`src/design/kdj_divider.sv`:
```
// Shared restoring divider, one quotient bit per cycle; unsigned operands.
// Depends on nothing.
`timescale 1ns / 1ps
module kdj_divider #(
    parameter int NUM_BITS = 48,
    parameter int DEN_BITS = 32
) (
    input  logic                i_clk,
    input  logic                i_rst_n,
    input  logic                i_start,
    input  logic [NUM_BITS-1:0] i_num,
    input  logic [DEN_BITS-1:0] i_den,
    output logic                o_done,
    output logic [NUM_BITS-1:0] o_quot
);
    localparam int CNT_BITS = $clog2(NUM_BITS + 1);
    logic [NUM_BITS-1:0] r_q;
    logic [DEN_BITS:0]   r_rem;
    logic [DEN_BITS-1:0] r_den;
    logic [CNT_BITS-1:0] r_cnt;
    logic                r_busy;
    logic                r_done;
    logic [DEN_BITS:0]   w_sh;
    logic                w_ge;

    assign w_sh = {r_rem[DEN_BITS-1:0], r_q[NUM_BITS-1]};
    assign w_ge = w_sh >= {1'b0, r_den};
    assign o_quot = r_q;
    // quotient is final in the cycle that done is high
    assign o_done = r_done;

    always_ff @(posedge i_clk) begin
        if (!i_rst_n) begin
            r_busy <= 1'b0;
            r_cnt  <= '0;
            r_done <= 1'b0;
        end else if (i_start) begin
            r_busy <= 1'b1;
            r_cnt  <= CNT_BITS'(NUM_BITS);
            r_done <= 1'b0;
        end else if (r_busy) begin
            r_cnt <= r_cnt - CNT_BITS'(1);
            if (r_cnt == CNT_BITS'(1)) begin
                r_busy <= 1'b0;
                r_done <= 1'b1;
            end
        end else begin
            r_done <= 1'b0;
        end
    end

    always_ff @(posedge i_clk) begin
        if (i_start) begin
            r_q   <= i_num;
            r_rem <= '0;
            r_den <= i_den;
        end else if (r_busy) begin
            r_q   <= {r_q[NUM_BITS-2:0], w_ge};
            r_rem <= w_ge ? (w_sh - {1'b0, r_den}) : w_sh;
        end
    end
endmodule

```
`config.mk`:
```
export PLATFORM = sky130hd
export DESIGN_NAME = kdj_divider
export DESIGN_NICKNAME = d
export VERILOG_FILES = /design/src/design/kdj_divider.sv
export SDC_FILE = /design/constraint.sdc
export NUM_CORES = 1
export LEC_CHECK = 0
export BUFFER_PORTS_ARGS = -buffer_cell sky130_fd_sc_hd__clkbuf_2
export CAP_MARGIN = 15
export CORE_ASPECT_RATIO = 0.6
export CORE_MARGIN = 5
export CORE_UTILIZATION = 35
export CTS_CLUSTER_SIZE = 20
export DETAILED_ROUTE_END_ITERATION = 12
export GPL_TIMING_DRIVEN = 1
export HOLD_SLACK_MARGIN = 0.06
export PLACE_DENSITY_LB_ADDON = 0.12
export REMOVE_ABC_BUFFERS = 1
export SYNTH_ARGS = -nofsm -noshare
export SYNTH_HDL_FRONTEND = slang
export SYNTH_SLANG_ARGS = --single-unit
```
`constraint.sdc`:
```
create_clock -name i_clk -period 3.9 [get_ports i_clk]
set_clock_uncertainty 0.2 [all_clocks]
set_input_delay 0.78 -clock i_clk [delete_from_list [all_inputs] [get_ports i_clk]]
set_output_delay 0.78 -clock i_clk [all_outputs]
set_load 0.01 [all_outputs]
```
# After elaboration in Yosys (flattened, before gate mapping)
# Index checks and enable logic that the tools add are counted.
# totals
output_inout_bits,49
inputBits,83
ff_bits,120
elab_cells,24
# classes
reduce_logical,3
n_mux,8
magnitude_cmp,1
addsub,2
n_eq_ne,1
n_bitwise,2
# op_table
cell,n
$mux 48,2
$ge 33x32->1,1
$mux 32,1
$sub 32x32->32,1
$mux 6,2
$eq 6x1->1 const B,1
$sub 6x1->6 const B,1
$mux 1,3
$reduce_or 3->1,1
$not 1->1,2
$reduce_bool 2->1,1
$reduce_or 2->1,1

# Longest topological paths before layout
# Gate-level depths: netlist (run 1).
# logic_depth
word_depth,4
mapped_depth,12
mapped_depth_nobuf,11

# Worst setup path before layout (run 1)
# No wires, ideal clock.
# synth_timing
path_type,reg2reg
from,"register r_q[47], in the netlist o_quot[47]"
to,register r_rem[26]
n_path_buf,0
stages_incl_launch_ff,12
arrival_time_ns,2.614
setup_time_ns,0.134
setup_slack_ns,0.951
path_cell_list,edfxtp_1 > inv_1 > ha_1 > fa_1 > nor2b_1 > o2111ai_1 > a21o_1 > a311o_1 > o21ai_2 > mux2_1 > o21ai_1 > a211oi_2
# synth_between
elab_chain_cells,2
elab_cells_between_ends,3
cone_classes,add/sub: 1; order compare: 1; mux: 1
# synth_rtl
item,line,rtl
"start, declared",17,logic [NUM_BITS-1:0] r_q;
"start signal, assigned",54,r_q <= i_num;
"start signal, assigned",58,"r_q <= {r_q[NUM_BITS-2:0], w_ge};"
$sub 32x32->32 or $ge 33x32->1 (tied branches),"59, 27",
$mux 32 *,59,"r_rem <= w_ge ? (w_sh - {1'b0, r_den}) : w_sh;"
"end signal, assigned",59,
"end, declared",18,logic [DEN_BITS:0] r_rem;
# Every way passes the cells marked *; elsewhere a longest branch is shown, timed or not.
# A chain may end at the register's enable or synchronous reset.

# Worst setup path after layout (run 1)
# layout_timing
from,register r_den[15]
to,register r_rem[11]
# layout_between
elab_chain_cells,2
# layout_rtl
item,line,rtl
"start, declared",19,logic [DEN_BITS-1:0] r_den;
"start signal, assigned",56,r_den <= i_den;
$ge 33x32->1,27,"assign w_ge = w_sh >= {1'b0, r_den};"
$mux 32,59,
# No other way between the ends.

==> flow_metrics.tcl, run 1 <==
set metrics [dict create \
    yosysTopAreaCellShare 0.356 \
    grt_max_degree 60 \
    cts_htree_levels 4 \
    relSlewSlack 0.341 \
    drt_iter0_drc 339 \
    cts-root-buf "clkbuf_16" \
    fin_crit_sh 0.918 \
    crit_end "r_rem[11]" \
    drc_errors 0 \
    place_congestion 0.887 \
    cp-start-kind "flip-flop" \
    setup_viol 0 \
    cts_resized 0 \
    slew_viol_final 0 \
    synth.distinct_cells 60 \
    p_leak_uw 0.00336 \
    postLayoutCellArea_um2 8220 \
    clock_latency_ps 420 \
    cts_hold_buffers 0 \
    layout_common_cells "clkbuf_2 (130), edfxtp_1 (80), nor2_1 (59)" \
    cts_buffers 17 \
    ios 132 \
    clock_sinks 120 \
    synth_area_leader_cell "edfxtp_1" \
    grt_pass1_vias 5200 \
    synthArstFlopShare 0 \
    outcome "complete, no violations" \
    rr_endpoint "r_rem[11]" \
    dp_cells 992 \
    rsz0062_at_grt "false" \
    worstPathMaxFanout 13 \
    drt-total-wl_um 17400 \
    die_w_um 189 \
    die-area_um2 22300 \
    num_vias 5247 \
    hp-class "flip-flop to flip-flop" \
    clk_pin_slew_worst_paths_ps 60 \
    hold-worst-slack_ps 267 \
    worst_pin_slew_ps 988 \
    mostFrequentLayoutCell "clkbuf_2" \
    finalSetupTns_ps 0 \
    synth_flop_cell "edfxtp_1" \
    rows 39 \
    end_kind "flip-flop" \
    ir_worst_vdd_uv 317 \
    first_pass_iters 4 \
    reg2reg_from "r_den[15]" \
    max_freq_ghz 0.279 \
    cap_violations 0 \
    ys_ff_latch 120 \
    grt_overflow 0 \
    nets 883 \
    cts_setup_buffers 0 \
    powerDensity_nw_per_um2 469 \
    coreArea_um2 19000 \
    post_drt_wl_per_cell_um 17.0 \
    place_area_um2 7660 \
    die_h_um 118 \
    yosys-top-cells-area "edfxtp_1 (36%), dfxtp_1 (12%), mux2_2 (8.0%)" \
    area_delta_synth_final_pct 21.7 \
    syn_inst 632 \
    period_minus_slack_ps 3580 \
    detail_route.vias_per_cell 5.12 \
    nFillCells 1840 \
    numPortBuffers 131 \
    cts_tree "built" \
    initial_core_util 0.356 \
    drive_above_1_share 0.294 \
    power_uw 3860 \
    finalHoldViolCount 0 \
    synth_edf_count 80 \
    syn_area_per_cell_um2 10.7 \
    synth_area_um2 6760 \
    grt_use_total 0.155 \
    rr_worst_depth 11 \
    n_antenna_cell 0 \
    finalNonFillerCells 1024 \
    cp.required_ps 4010 \
    ys_warn_count 0 \
    reg2reg_slack_ps 320 \
    worstPathArrival_ps 3690 \
    clockBufferDepth 2 \
    seq_area_frac_synth 0.474 \
    ant_nets 0 \
    worstSetupStartpoint "r_den[15]" \
    grt_pass1_wl_um 27500 \
    antenna_found_initial 0 \
    path_class "flip-flop to flip-flop" \
    hpwl_um 12800 \
]
sequential cells by signal (all words and copies together) (netlist names):
register and cells:
o_quot 48, r_busy 1, r_cnt 6, o_done 1, r_den 32, r_rem 32
logic make-up after synthesis:
group                    synth area share
AND/OR/NAND/NOR                     0.104
AO/OA/AOI/OAI                       0.145
flip-flops                          0.474
buffers and inverters              0.0469
multiplexers                        0.120
adder cells (fa/ha/maj)            0.0659
XOR/XNOR                           0.0428
per-layer routing:
layer	vias up	wire, µm	track usage	part of all wire
met4	0	159	0.0443	0.0092
met2	180	6540	0.196	0.38
met1	2466	9190	0.238	0.53
li1	2589	-	-	-
met5	-	0	0	0
met3	12	1490	0.0631	0.086
worst max-delay path, stage by stage (launching register included):
cell and delay, ps:
edfxtp_1 320, inv_1 40, ha_1 440, nand2_1 140, o31ai_1 340, nand2b_1 140
a31oi_4 210, o31ai_4 100, o31ai_4 810, buf_4 340, mux2i_1 290, o21ai_1 90
worst min path at each step:
stage / start / endpoint / cells after the start
detailed placement: o_done / o_done / 2
CTS: o_done / o_done / 2
floorplan: r_rem[5] / r_rem[5] / 2
global placement: o_done / o_done / 2
finish: o_done / o_done / 2
global route: i_den[15] / r_den[15] / 1
synth_stat cells (12+ instances only):
library cell,count
ha_1,34
nand2_1,38
inv_1,51
edfxtp_1,80
clkbuf_1,12
a21oi_1,32
dfxtp_1,40
o21ai_0,16
a211oi_1,25
mux2i_1,25
xnor2_1,23
mux2_2,48
nor2_1,59
stage by stage:
| stage | setup WS [ps] | utilization |
|---|---|---|
| global placement | 399 | 0.404 |
| floorplan | 453 | - |
| global route | 138 | 0.433 |
| finish | 319 | 0.433 |
| detailed placement | 393 | 0.404 |
| CTS | 385 | 0.433 |
power breakdown:
part,total [µW],internal [µW],switching (µW)
Combinational,826,351,475
Sequential,1560,1490,65.7
Clock,1480,884,592
Total,3860,2730,1130
area by class of cell:
class / count / area, µm² / share of cell area
clock buffer: 23 / 489 / 0.0595
clock inverter: 9 / 66.3 / 0.00807
inverter: 51 / 191 / 0.0233
multi-input combinational: 435 / 3240 / 0.394
sequential: 120 / 3200 / 0.390
tap: 246 / 308 / 0.0374
timing repair buffer: 140 / 726 / 0.0883
(Power assumes the default switching activity.)
==> run 2, diff against run 1 <==
Clock period 3.9 ns to 4.4 ns, I/O delays scaled along.
==> run 2 against run 1 <==
  * Critical path depth unchanged
  * Non-clock buffer count decreased by 2
  * Combinational power decreased by 12%
  * Sequential share of layout area decreased by 0.22 points
  * Setup slack improved by 670 ps
  * Via count decreased by 0.23%
  * Total power decreased by 7.2%
  * Sequential cell count unchanged
  * Wire length about the same
  * Critical path type unchanged
  * Critical endpoint is now r_rem[0]
  * Largest power group is now the clock network
  * Highest routed layer is now met5
==> flow_metrics.tcl, run 2 (same netlist as run 1, synthesis figures left out) <==
set metrics [dict create \
    outcome "complete, no violations" \
    finalSetupTns_ps 0 \
    max_stage_delay_ps 480 \
    worstSetupStartpoint "r_den[15]" \
    largest_reg_flops 48 \
    num_vias 5235 \
    worst_path_max_delay_cell "o31ai_4" \
    slew_viol_final 0 \
    finalHoldViolCount 0 \
    place_congestion 0.869 \
    grt_use_total 0.156 \
    min_from "o_done" \
    nets 881 \
    grt_pass1_vias 5372 \
    clk_pin_slew_worst_paths_ps 60 \
    cp.required_ps 4530 \
    cts_buffers 17 \
    n_antenna_cell 0 \
    cts_htree_levels 4 \
    cap_violations 0 \
    grt_overflow 0 \
    post_drt_wl_per_cell_um 17.0 \
    numPortBuffers 131 \
    hp-class "flip-flop to flip-flop" \
    cts_setup_buffers 0 \
    first_pass_iters 5 \
    path_cells "inv_1, ha_1, nand2_1, o31ai_1, nand2b_1, a31oi_4, o31ai_4, o31ai_4, buf_4, mux2_1, a211oi_1" \
    clockBufferDepth 2 \
    die_w_um 189 \
    drt-total-wl_um 17400 \
    end_kind "flip-flop" \
    p_leak_uw 0.00339 \
    hpwl_um 12700 \
    grt_max_degree 53 \
    ant_nets 0 \
    place_area_um2 7650 \
    rsz0062_at_grt "false" \
    mostFrequentLayoutCell "clkbuf_2" \
    rows 39 \
    area_delta_synth_final_pct 22.4 \
    antenna_found_initial 1 \
    cp-start-kind "flip-flop" \
    clock_latency_ps 420 \
    die-area_um2 22300 \
    fin_crit_sh 0.776 \
    reg2reg_from "r_den[15]" \
    detail_route.vias_per_cell 5.12 \
    worstPathMaxFanout 9 \
    drt_iter0_drc 273 \
    cts_hold_buffers 0 \
    path_common_cell "o31ai_4" \
    grt_pass1_wl_um 27900 \
    relSlewSlack 0.281 \
    powerDensity_nw_per_um2 433 \
    worst_pin_slew_ps 1080 \
    cts_tree "built" \
    path_class "flip-flop to flip-flop" \
    postLayoutCellArea_um2 8270 \
    ir_worst_vdd_uv 256 \
    period_minus_slack_ps 3410 \
    initial_core_util 0.356 \
    drive_above_1_share 0.296 \
    die_h_um 118 \
    worstPathArrival_ps 3540 \
    coreArea_um2 19000 \
    ios 132 \
    max_freq_ghz 0.293 \
    cts-root-buf "clkbuf_16" \
    drc_errors 0 \
    post-route-util 0.435 \
    cts_resized 0 \
    layout_common_cells "clkbuf_2 (130), edfxtp_1 (80), nor2_1 (59)" \
    setup_viol 0 \
    hold-worst-slack_ps 259 \
    clock_sinks 120 \
]
[run 2: worst max-delay path: cells and delay by family (launching register included)]
kind / cells / cell delay, ps
AOI/OAI and AO/OA: 5 / 1410
adders and majority gates: 1 / 420
muxes: 1 / 340
buffers and inverters: 2 / 340
DFF: 1 / 320
and+or+nand+nor: 2 / 300
[run 2: area by class of cell]
class	count	area [µm²]
clock buffer	17	425
clock inverter	15	191
fill	1832	10700
inverter	51	191
multi-input combinational	435	3240
sequential	120	3200
tap	246	308
timing repair buffer	138	711
[run 2: worst paths after layout]
path	endpoint	slack, ps	cells past startpoint
worst max register to register	r_rem[0]	990	11
worst min-delay path	o_done	260	2
worst min register to register	o_done	260	2
worst max-delay path	r_rem[0]	990	11
[run 2: layer usage]
| metal | vias to the layer above | wire [µm] | GRT usage |
|---|---|---|---|
| li1 | 2581 | - | - |
| met2 | 159 | 6710 | 0.204 |
| met4 | 2 | 78 | 0.0388 |
| met1 | 2485 | 9400 | 0.239 |
| met5 | - | 13 | 0 |
| met3 | 8 | 1160 | 0.0575 |
[run 2: where the power goes]
part	switching, µW	total [µW]	internal [µW]
logic	417	726	309
registers	57.4	1380	1320
clock network	569	1470	906
[run 2: stage by stage]
step	cells	power (µW)	worst slack (ps)
CTS	1022	3630	1020
detailed placement	990	2120	1040
global route	1022	3760	825
finish	1022	3580	985
floorplan	606	1880	953
global placement	990	2120	1070
